===== src/design/scsm_pkg.sv =====
// Shared constants, register map and helper functions of the stacked circle slice merger.
package scsm_pkg;

	localparam int MAX_SLICES_DEF = 64;

	localparam int XY_W   = 16;
	localparam int RAD_W  = 12;
	localparam int Z_W    = 16;
	localparam int THK_W  = 10;
	localparam int TOL_W  = 12;
	localparam int MINS_W = 7;
	localparam int HGT_W  = 16;
	localparam int CNT_W  = 7;
	localparam int PCT_W  = 7;
	localparam int ID_W   = 16;

	localparam int S_DATA_W = 64;
	localparam int M_DATA_W = 128;
	localparam int APB_AW   = 5;
	localparam int APB_DW   = 32;

	localparam logic [2:0] REG_THICKNESS  = 3'd0;
	localparam logic [2:0] REG_CENTER_TOL = 3'd1;
	localparam logic [2:0] REG_RADIUS_TOL = 3'd2;
	localparam logic [2:0] REG_MIN_SLICES = 3'd3;
	localparam logic [2:0] REG_MIN_HEIGHT = 3'd4;

	localparam logic [THK_W-1:0]  THICKNESS_RST  = 10'd50;
	localparam logic [TOL_W-1:0]  CENTER_TOL_RST = 12'd50;
	localparam logic [TOL_W-1:0]  RADIUS_TOL_RST = 12'd30;
	localparam logic [MINS_W-1:0] MIN_SLICES_RST = 7'd3;
	localparam logic [HGT_W-1:0]  MIN_HEIGHT_RST = 16'd300;

	// Height of a span, clamped at zero when the top lies below the bottom.
	function automatic logic [HGT_W-1:0] span_height(input logic signed [Z_W-1:0] bot,
			input logic signed [Z_W-1:0] top);
		logic signed [Z_W:0] d;
		d = {top[Z_W-1], top} - {bot[Z_W-1], bot};
		return d[Z_W] ? '0 : d[Z_W-1:0];
	endfunction

	// Saturates an 18-bit sum to the signed 16-bit range.
	function automatic logic signed [Z_W-1:0] sat_z(input logic signed [Z_W+1:0] v);
		if (v > 18'sd32767) begin
			return 16'sh7FFF;
		end else if (v < -18'sd32768) begin
			return 16'sh8000;
		end else begin
			return v[Z_W-1:0];
		end
	endfunction

endpackage


===== src/design/stacked_circle_slice_merger.sv =====
// Top level of the stacked circle slice merger: sequencer, shared divider and multiplier.
//
// Slices enter bottom to top on the s_ channel, one word per slice, and merged
// groups leave on the m_ channel as soon as they close. A slice may cause zero,
// one or two group words; m_tlast marks the last word caused by a slice.
// The block takes one slice at a time and drops s_tready until it is done.
// A slice that opens a group or is a failed fit runs no division unless the
// group it closes has merged slices since the last division.
// A slice tested against an open group whose means are stale first runs one
// restoring divider three times (x, y, radius) over SW = 16 + log2(MAX_SLICES)
// quotient bits, followed by the squaring steps S_SQX, S_SQY and S_SQC on
// the shared multiplier and the compare step S_CMP. Closing a group that
// has merged slices since the last division adds another divider pass
// before its word. In the worst case a slice therefore runs the divider pass
// twice, plus any time spent waiting on a stalled receiver.
// The output register holds one word; a stalled receiver only stops the block
// when a second word is ready, and the input side waits meanwhile.
// Reset closes any open group, loads the register defaults and clears the
// detection identifier, which otherwise runs on and wraps across frames.
// The user must write registers over the APB port only while idle; the block does not enforce it.
module stacked_circle_slice_merger #(
	parameter int MAX_SLICES = scsm_pkg::MAX_SLICES_DEF
) (
	input  logic                          clk,
	input  logic                          arst_n,
	input  logic                          s_tvalid,
	output logic                          s_tready,
	// fit_center_x, fit_center_y, fit_radius, slice_center_z, zero fill
	input  logic [scsm_pkg::S_DATA_W-1:0] s_tdata,
	// fit_ok
	input  logic                          s_tuser,
	// frame_end
	input  logic                          s_tlast,
	output logic                          m_tvalid,
	input  logic                          m_tready,
	// mean_center_x, mean_center_y, mean_radius, base_z, top_z, group_height,
	// slice_count, confidence_pct, detection_id, zero fill
	output logic [scsm_pkg::M_DATA_W-1:0] m_tdata,
	// last_result
	output logic                          m_tlast,
	input  logic                          psel,
	input  logic                          penable,
	input  logic                          pwrite,
	input  logic [scsm_pkg::APB_AW-1:0]   paddr,
	input  logic [scsm_pkg::APB_DW-1:0]   pwdata,
	output logic [scsm_pkg::APB_DW-1:0]   prdata,
	output logic                          pready
);
	import scsm_pkg::*;

	localparam int CW = $clog2(MAX_SLICES + 1);
	localparam int SW = XY_W + $clog2(MAX_SLICES);
	localparam int RW = RAD_W + $clog2(MAX_SLICES);
	localparam int BW = $clog2(SW);
	localparam int QW = (CW > MINS_W) ? CW : MINS_W;
	localparam int PW = 2 * (XY_W + 1);

	localparam logic [3:0] S_IDLE   = 4'd0;
	localparam logic [3:0] S_DECIDE = 4'd1;
	localparam logic [3:0] S_START  = 4'd2;
	localparam logic [3:0] S_DIV    = 4'd3;
	localparam logic [3:0] S_SQX    = 4'd4;
	localparam logic [3:0] S_SQY    = 4'd5;
	localparam logic [3:0] S_SQC    = 4'd6;
	localparam logic [3:0] S_CMP    = 4'd7;
	localparam logic [3:0] S_CLOSE  = 4'd8;
	localparam logic [3:0] S_EMIT   = 4'd9;
	localparam logic [3:0] S_FEND   = 4'd10;

	localparam logic [1:0] AFT_FEND  = 2'd0;
	localparam logic [1:0] AFT_START = 2'd1;
	localparam logic [1:0] AFT_DONE  = 2'd2;

	localparam logic [1:0] DSEL_X = 2'd0;
	localparam logic [1:0] DSEL_Y = 2'd1;
	localparam logic [1:0] DSEL_R = 2'd2;

	localparam logic DRET_CMP  = 1'b0;
	localparam logic DRET_EMIT = 1'b1;

	logic [THK_W-1:0]  thick_q;
	logic [TOL_W-1:0]  ctol_q;
	logic [TOL_W-1:0]  rtol_q;
	logic [MINS_W-1:0] mins_q;
	logic [HGT_W-1:0]  minh_q;

	logic [3:0] state_q;
	logic [1:0] after_q;
	logic       dret_q;

	logic signed [XY_W-1:0] in_cx_q, in_cy_q;
	logic [RAD_W-1:0]       in_r_q;
	logic                   in_ok_q, in_fend_q;
	logic signed [Z_W-1:0]  in_z_q;

	logic                   grp_open_q;
	logic signed [SW-1:0]   sum_x_q, sum_y_q;
	logic [RW-1:0]          sum_r_q;
	logic signed [Z_W-1:0]  grp_bot_q, grp_top_q;
	logic [CW-1:0]          cnt_q;
	logic [ID_W-1:0]        next_id_q;

	logic                   means_vld_q;
	logic signed [XY_W-1:0] mean_x_q, mean_y_q;
	logic [RAD_W-1:0]       mean_r_q;

	logic [1:0]    div_sel_q;
	logic          div_ld_q;
	logic          div_neg_q;
	logic [BW-1:0] div_bit_q;
	logic [SW-1:0] div_quo_q;
	logic [CW-1:0] div_rem_q;

	logic signed [PW-1:0] prod_q;
	logic [PW:0]          acc_q;

	logic                  m_tvalid_q, m_tlast_q;
	logic [M_DATA_W-1:0]   m_tdata_q;

	logic signed [Z_W-1:0] new_bot, new_top;
	logic [THK_W-2:0]      half;
	logic signed [XY_W:0]  dx, dy, mul_op;
	logic signed [RAD_W:0] dr;
	logic [RAD_W:0]        dr_abs;
	logic [SW-1:0]         dvd, dvd_mag, quo_next, quo_res;
	logic                  dvd_neg;
	logic [CW:0]           shifted, trial;
	logic                  div_ge;
	logic [CW-1:0]         rem_next;
	logic [QW-1:0]         cnt_w;
	logic [HGT_W-1:0]      grp_h;
	logic                  grp_qual, new_qual, out_free, apb_wr;
	logic [CNT_W-1:0]      cnt_out;
	logic [PCT_W-1:0]      pct_out;
	logic [3:0]            after_state;

	assign half    = thick_q[THK_W-1:1];
	assign new_bot = sat_z({{2{in_z_q[Z_W-1]}}, in_z_q} - {{(Z_W+2-(THK_W-1)){1'b0}}, half});
	assign new_top = sat_z({{2{in_z_q[Z_W-1]}}, in_z_q} + {{(Z_W+2-(THK_W-1)){1'b0}}, half});

	assign dx     = {in_cx_q[XY_W-1], in_cx_q} - {mean_x_q[XY_W-1], mean_x_q};
	assign dy     = {in_cy_q[XY_W-1], in_cy_q} - {mean_y_q[XY_W-1], mean_y_q};
	assign dr     = {1'b0, in_r_q} - {1'b0, mean_r_q};
	assign dr_abs = dr[RAD_W] ? (RAD_W+1)'(0) - dr : dr;

	always_comb begin
		case (state_q)
			S_SQX:   mul_op = dx;
			S_SQY:   mul_op = dy;
			default: mul_op = {{(XY_W+1-TOL_W){1'b0}}, ctol_q};
		endcase
	end

	always_comb begin
		case (div_sel_q)
			DSEL_X:  dvd = sum_x_q;
			DSEL_Y:  dvd = sum_y_q;
			default: dvd = {{(SW-RW){1'b0}}, sum_r_q};
		endcase
		dvd_neg  = (div_sel_q != DSEL_R) && dvd[SW-1];
		dvd_mag  = dvd_neg ? SW'(0) - dvd : dvd;
		shifted  = {div_rem_q, div_quo_q[SW-1]};
		trial    = shifted - {1'b0, cnt_q};
		div_ge   = shifted >= {1'b0, cnt_q};
		rem_next = div_ge ? trial[CW-1:0] : shifted[CW-1:0];
		quo_next = {div_quo_q[SW-2:0], div_ge};
		quo_res  = div_neg_q ? SW'(0) - quo_next : quo_next;
	end

	assign cnt_w    = QW'(cnt_q);
	assign grp_h    = span_height(grp_bot_q, grp_top_q);
	assign grp_qual = (cnt_w >= QW'(mins_q)) && (grp_h >= minh_q);
	assign new_qual = (QW'(1) >= QW'(mins_q)) && (span_height(new_bot, new_top) >= minh_q);
	assign cnt_out  = (cnt_w > QW'(127)) ? CNT_W'(127) : cnt_w[CNT_W-1:0];
	assign pct_out  = (cnt_w >= QW'(10)) ? PCT_W'(100) : PCT_W'(cnt_w[3:0]) * PCT_W'(10);
	assign out_free = !m_tvalid_q || m_tready;

	always_comb begin
		case (after_q)
			AFT_FEND:  after_state = S_FEND;
			AFT_START: after_state = S_START;
			default:   after_state = S_IDLE;
		endcase
	end

	assign apb_wr = psel && penable && pwrite && pready;
	assign pready = 1'b1;

	always_comb begin
		case (paddr[4:2])
			REG_THICKNESS:  prdata = APB_DW'(thick_q);
			REG_CENTER_TOL: prdata = APB_DW'(ctol_q);
			REG_RADIUS_TOL: prdata = APB_DW'(rtol_q);
			REG_MIN_SLICES: prdata = APB_DW'(mins_q);
			REG_MIN_HEIGHT: prdata = APB_DW'(minh_q);
			default:        prdata = '0;
		endcase
	end

	always_ff @(posedge clk or negedge arst_n) begin
		if (!arst_n) begin
			thick_q <= THICKNESS_RST;
			ctol_q  <= CENTER_TOL_RST;
			rtol_q  <= RADIUS_TOL_RST;
			mins_q  <= MIN_SLICES_RST;
			minh_q  <= MIN_HEIGHT_RST;
		end else if (apb_wr) begin
			case (paddr[4:2])
				REG_THICKNESS:  thick_q <= pwdata[THK_W-1:0];
				REG_CENTER_TOL: ctol_q  <= pwdata[TOL_W-1:0];
				REG_RADIUS_TOL: rtol_q  <= pwdata[TOL_W-1:0];
				REG_MIN_SLICES: mins_q  <= pwdata[MINS_W-1:0];
				REG_MIN_HEIGHT: minh_q  <= pwdata[HGT_W-1:0];
				default: ;
			endcase
		end
	end

	always_ff @(posedge clk or negedge arst_n) begin
		if (!arst_n) begin
			state_q     <= S_IDLE;
			after_q     <= AFT_DONE;
			dret_q      <= DRET_CMP;
			in_cx_q     <= '0;
			in_cy_q     <= '0;
			in_r_q      <= '0;
			in_ok_q     <= 1'b0;
			in_fend_q   <= 1'b0;
			in_z_q      <= '0;
			grp_open_q  <= 1'b0;
			sum_x_q     <= '0;
			sum_y_q     <= '0;
			sum_r_q     <= '0;
			grp_bot_q   <= '0;
			grp_top_q   <= '0;
			cnt_q       <= '0;
			next_id_q   <= '0;
			means_vld_q <= 1'b0;
			mean_x_q    <= '0;
			mean_y_q    <= '0;
			mean_r_q    <= '0;
			div_sel_q   <= DSEL_X;
			div_ld_q    <= 1'b0;
			div_neg_q   <= 1'b0;
			div_bit_q   <= '0;
			div_quo_q   <= '0;
			div_rem_q   <= '0;
			prod_q      <= '0;
			acc_q       <= '0;
			m_tvalid_q  <= 1'b0;
			m_tlast_q   <= 1'b0;
			m_tdata_q   <= '0;
		end else begin
			if (m_tvalid_q && m_tready && (state_q != S_EMIT)) begin
				m_tvalid_q <= 1'b0;
			end
			case (state_q)
				S_IDLE: begin
					if (s_tvalid) begin
						in_cx_q   <= s_tdata[15:0];
						in_cy_q   <= s_tdata[31:16];
						in_r_q    <= s_tdata[43:32];
						in_z_q    <= s_tdata[59:44];
						in_ok_q   <= s_tuser;
						in_fend_q <= s_tlast;
						state_q   <= S_DECIDE;
					end
				end
				S_DECIDE: begin
					if (!in_ok_q) begin
						after_q <= AFT_FEND;
						state_q <= S_CLOSE;
					end else if (!grp_open_q) begin
						state_q <= S_START;
					end else if (means_vld_q) begin
						state_q <= S_SQX;
					end else begin
						dret_q    <= DRET_CMP;
						div_sel_q <= DSEL_X;
						div_ld_q  <= 1'b1;
						state_q   <= S_DIV;
					end
				end
				S_START: begin
					grp_open_q  <= 1'b1;
					sum_x_q     <= SW'(in_cx_q);
					sum_y_q     <= SW'(in_cy_q);
					sum_r_q     <= RW'(in_r_q);
					grp_bot_q   <= new_bot;
					grp_top_q   <= new_top;
					cnt_q       <= CW'(1);
					mean_x_q    <= in_cx_q;
					mean_y_q    <= in_cy_q;
					mean_r_q    <= in_r_q;
					means_vld_q <= 1'b1;
					state_q     <= S_FEND;
				end
				S_DIV: begin
					if (div_ld_q) begin
						div_ld_q  <= 1'b0;
						div_neg_q <= dvd_neg;
						div_quo_q <= dvd_mag;
						div_rem_q <= '0;
						div_bit_q <= BW'(SW - 1);
					end else begin
						div_quo_q <= quo_next;
						div_rem_q <= rem_next;
						div_bit_q <= div_bit_q - BW'(1);
						if (div_bit_q == '0) begin
							case (div_sel_q)
								DSEL_X:  mean_x_q <= quo_res[XY_W-1:0];
								DSEL_Y:  mean_y_q <= quo_res[XY_W-1:0];
								default: mean_r_q <= quo_res[RAD_W-1:0];
							endcase
							if (div_sel_q == DSEL_R) begin
								means_vld_q <= 1'b1;
								state_q     <= (dret_q == DRET_EMIT) ? S_EMIT : S_SQX;
							end else begin
								div_sel_q <= div_sel_q + 2'd1;
								div_ld_q  <= 1'b1;
							end
						end
					end
				end
				S_SQX: begin
					prod_q  <= mul_op * mul_op;
					state_q <= S_SQY;
				end
				S_SQY: begin
					acc_q   <= {1'b0, prod_q};
					prod_q  <= mul_op * mul_op;
					state_q <= S_SQC;
				end
				S_SQC: begin
					acc_q   <= acc_q + {1'b0, prod_q};
					prod_q  <= mul_op * mul_op;
					state_q <= S_CMP;
				end
				S_CMP: begin
					if ((acc_q < {1'b0, prod_q}) && (dr_abs < {1'b0, rtol_q})) begin
						grp_top_q <= new_top;
						if (cnt_q < CW'(MAX_SLICES)) begin
							sum_x_q     <= sum_x_q + SW'(in_cx_q);
							sum_y_q     <= sum_y_q + SW'(in_cy_q);
							sum_r_q     <= sum_r_q + RW'(in_r_q);
							cnt_q       <= cnt_q + CW'(1);
							means_vld_q <= 1'b0;
						end
						state_q <= S_FEND;
					end else begin
						after_q <= AFT_START;
						state_q <= S_CLOSE;
					end
				end
				S_CLOSE: begin
					if (!grp_open_q) begin
						state_q <= after_state;
					end else begin
						grp_open_q <= 1'b0;
						if (!grp_qual) begin
							state_q <= after_state;
						end else if (means_vld_q) begin
							state_q <= S_EMIT;
						end else begin
							dret_q    <= DRET_EMIT;
							div_sel_q <= DSEL_X;
							div_ld_q  <= 1'b1;
							state_q   <= S_DIV;
						end
					end
				end
				S_EMIT: begin
					if (out_free) begin
						m_tvalid_q <= 1'b1;
						m_tlast_q  <= !((after_q == AFT_START) && in_fend_q && new_qual);
						m_tdata_q  <= {6'd0, next_id_q, pct_out, cnt_out, grp_h, grp_top_q,
							grp_bot_q, mean_r_q, mean_y_q, mean_x_q};
						next_id_q  <= next_id_q + ID_W'(1);
						state_q    <= after_state;
					end
				end
				S_FEND: begin
					if (in_fend_q) begin
						after_q <= AFT_DONE;
						state_q <= S_CLOSE;
					end else begin
						state_q <= S_IDLE;
					end
				end
				default: state_q <= S_IDLE;
			endcase
		end
	end

	assign s_tready = (state_q == S_IDLE);
	assign m_tvalid = m_tvalid_q;
	assign m_tdata  = m_tdata_q;
	assign m_tlast  = m_tlast_q;

	a_count_range: assert property (@(posedge clk) disable iff (!arst_n)
		grp_open_q |-> (cnt_q != '0) && (cnt_q <= CW'(MAX_SLICES)))
		else $error("open group count out of range");

	a_div_nonzero: assert property (@(posedge clk) disable iff (!arst_n)
		(state_q == S_DIV) |-> (cnt_q != '0))
		else $error("division by a zero slice count");

	a_means_fresh: assert property (@(posedge clk) disable iff (!arst_n)
		(state_q == S_SQX) |-> means_vld_q)
		else $error("distance test started on stale means");

	a_emit_lands: assert property (@(posedge clk) disable iff (!arst_n)
		(state_q == S_EMIT && out_free) |=> m_tvalid_q)
		else $error("emitted word did not reach the output register");

endmodule

===== config.mk =====
export PLATFORM = sky130hd
export DESIGN_NAME = stacked_circle_slice_merger
export DESIGN_NICKNAME = d
export VERILOG_FILES = /design/src/design/scsm_pkg.sv /design/src/design/stacked_circle_slice_merger.sv
export SDC_FILE = /design/constraint.sdc
export NUM_CORES = 2
export LEC_CHECK = 0
export CORE_ASPECT_RATIO = 0.8
export CORE_MARGIN = 2
export CORE_UTILIZATION = 65
export DETAILED_ROUTE_END_ITERATION = 10
export DONT_BUFFER_PORTS = 1
export PLACE_DENSITY = 0.88
export SLEW_MARGIN = 5
export SYNTH_ARGS = -nofsm -noshare
export SYNTH_HDL_FRONTEND = slang
export SYNTH_SLANG_ARGS = --single-unit
export TNS_END_PERCENT = 100

===== constraint.sdc =====
create_clock -name clk -period 14.4 [get_ports clk]
set_clock_uncertainty 0.1 [all_clocks]
set_input_delay 1.44 -clock clk [delete_from_list [all_inputs] [get_ports clk]]
set_output_delay 1.44 -clock clk [all_outputs]
set_load 0.03 [all_outputs]

==> impl_metrics.toml <==
[status]
status = "finished, final reports clean"

[setup_path]
r2r-end = "prod_q[33]$_DFFE_PN0P_"
crit_slowest_cell = "clkinv_1"
setup.worst_path.class = "register to register"
arrival_ns = 10.76
crit_fanout = 69
reg2regPathDepth = 30
timing.rr.start = "state_q[0]$_DFFE_PN0P_"
cp-start-kind = "register"
cp-startpoint = "state_q[0]$_DFFE_PN0P_"
reg2reg_slack_ns = 4.05
end_kind = "register"
cp.required_ns = 14.81
slowest_delay_ns = 0.99

[placed_design]
gp_congestion = 0.969
portBuffers = 0
placed_area_mm2 = 0.0438
post-place-ws_ns = 4.29
dp_cells = 5605
hpwl_um = 86900

[die]
die_w_um = 292
rows = 84
die_area_mm2 = 0.0685
start_util_pct = 65.8
core_area_mm2 = 0.0657
ios = 274
die_h_um = 235

[synthesis]
synth_top_cells_by_area = "dfrtp_1 (29%), fa_1 (13%), ha_1 (11%), nand2_1 (5.2%), inv_1 (5.1%)"
ys_top_cells_by_count = "nand2_1 (594), inv_1 (592), dfrtp_1 (501)"
yosys.cell_count.top_type = "nand2_1"
netlist_area_mm2 = 0.0432
synth_seq_cells = 518
netlist_instances = 4896
yosysWarnings = 0
synth_cell_types = 93
synth.avg_cell_area_um2 = 8.82
yosysTopAreaCellShare_pct = 29.0
synth_top_area_cell = "dfrtp_1"
synth-seq-area-share_pct = 30.1
ys.flop_type = "dfrtp_1"
synthArstFlopShare_pct = 100
synth_edf_count = 0

[grt]
grt_first_pass_wirelength_um = 183000
grt_max_degree = 519
grt.total_usage_pct = 33.7
overflow = 0
antenna_found_initial = 3
grt_pass1_vias = 34268

[route]
drt_wl_total_um = 115000
wl_met2_um = 51600
avgRoutedWirePerCell_um = 20.2
via_count = 35084
dr.max_layer_used = "met5"
vias_per_cell = 6.15
first_pass_iters = 7
drtIter0Drc = 3714
wl_met3_um = 10900
wl_met1_um = 47100
postRouteAntennaNets = 0
post-route-drc-count = 0

[clock_tree]
cts.sinks = 518
post_cts_buffers = 0
cts_resized = 0
cts_hold_buf = 0
cts_max_level = 2
cts_made_buffers = 53
clock_path_buffers = 3
path_clk_slew_ns = 0.07
cts_tree = "built"
clock_latency_ns = 0.63
root_buffer = "clkbuf_16"

[sta]
fin_crit_ns = 10.35
max_freq_ghz = 0.0967
fin_tns_setup_ns = 0
rsz0062_at_grt = "false"
setup_violations = 0
max_slew_margin_pct = 15.4
finalCritPeriodShare_pct = 71.8
setup_ws_ns = 4.05
slew_violations = 0
worst-slew-pin-transition_ns = 1.27
hold_viol_final = 0

[min_path]
min_to = "mean_y_q[4]$_DFFE_PN0P_"
hp-class = "register to register"
whs_path_depth = 2
min-delay-start = "mean_y_q[4]$_DFFE_PN0P_"

[layout]
fin_area_mm2 = 0.0456
drive_gt1_share_pct = 6.36
instances_no_fill = 5707
final_nets = 5562
syn2layout_area_growth_pct = 5.68

[pwr]
power_leakage_nw = 22.1
ir_worst_vdd_mv = 0.171
p_per_area_mw_per_mm2 = 264

[run]
cap_violations = 0
==> worst max-delay path, delay by kind of cell (launching register included) <==
kind | cells | cell delay, ns
DFF | 1 | 0.59
and+or+nand+nor | 3 | 1.04
muxes | 1 | 0.28
buffers and inverters | 9 | 2.82
xor gates and xnor gates | 2 | 0.31
AOI/OAI and AO/OA | 8 | 1.64
adders and majority gates | 7 | 3.41
==> per-layer routing <==
| metal | track usage (%) | up-vias |
|---|---|---|
| li1 | - | 16116 |
| met1 | 45.4 | 17091 |
| met2 | 53.1 | 1582 |
| met3 | 6.58 | 293 |
| met4 | 15.5 | 2 |
| met5 | 0 | - |
==> state kept, by name, summed over array words and instances, names as in the netlist, 10 cells and up <==
name and count:
grp_bot_q 16, ctol_q 12, mean_y_q 16, mean_x_q 16
in_cy_q 16, sum_x_q 22, in_r_q 12, rtol_q 12
sum_y_q 22, acc_q 35, mean_r_q 12, prod_q 33
thick_q 10, sum_r_q 18, m_tdata 121, minh_q 16
in_cx_q 16, grp_top_q 16, in_z_q 16, next_id_q 16
div_quo_q 22
==> per-stage QoR <==
stage | hold slack (ns) | total power, mW | utilization, %
after detailed placement | 0.366 | 10.3 | 66.6
after global placement | 0.361 | 9.99 | 66.6
after global routing | 0.397 | 13.0 | 69.5
after CTS | 0.384 | 11.9 | 69.5
final | 0.385 | 12.0 | 69.5
after floorplan | 0.345 | 8.45 | -
==> power by group <==
part / internal [mW] / leakage (nW) / switching, mW
combinational: 3.07 / 14.7 / 4.57
clock: 0.871 / 0.922 / 0.629
sequential: 2.01 / 6.45 / 0.898
total: 5.95 / 22.1 / 6.09
==> layout make-up <==
class	instances	area, um2
Inverter	595	2230
Antenna cell	3	7.51
Fill cell	4829	20000
Multi-Input combinational cell	3593	27200
Sequential cell	518	13000
Clock inverter	30	395
Timing Repair Buffer	39	293
Tap cell	860	1080
Clock buffer	69	1480
==> placed cells by master (no fill, tap or decap), drive strengths merged, types with 46 or more instances in the layout <==
cell type and n:
a21o 74, a21oi 362, a31oi 50, clkbuf 69, dfrtp 501, fa 283, ha 369, inv 595
mux2 103, nand2 596, nand2b 46, nand3 56, nor2 403, nor3 61, o21ai 376, xnor2 166
xor2 81
==> kinds of logic (layout without fill, tap and decap cells) <==
group                    count (synthesis)  in the layout  synth area share, %
buffers and inverters                  807            733                 7.36
AO/OA/AOI/OAI                         1155           1155                 16.1
XOR/XNOR                               247            247                 5.01
AND/OR/NAND/NOR                       1372           1372                 14.0
adder cells (fa/ha/maj)                652            652                 23.8
multiplexers                           143            143                 3.64
other                                    2             27               0.0174
flip-flops                             518            518                 30.1
==> how the worst max path moves through the flow <==
stage / cells after the start / endpoint
2_1_floorplan: 32 / prod_q[33]$_DFFE_PN0P_
3_3_place_gp: 30 / prod_q[33]$_DFFE_PN0P_
3_5_place_dp: 30 / prod_q[33]$_DFFE_PN0P_
6_report: 30 / prod_q[33]$_DFFE_PN0P_
5_1_grt: 30 / prod_q[33]$_DFFE_PN0P_
4_1_cts: 30 / prod_q[33]$_DFFE_PN0P_
Power figures use the tool's default switching activity.
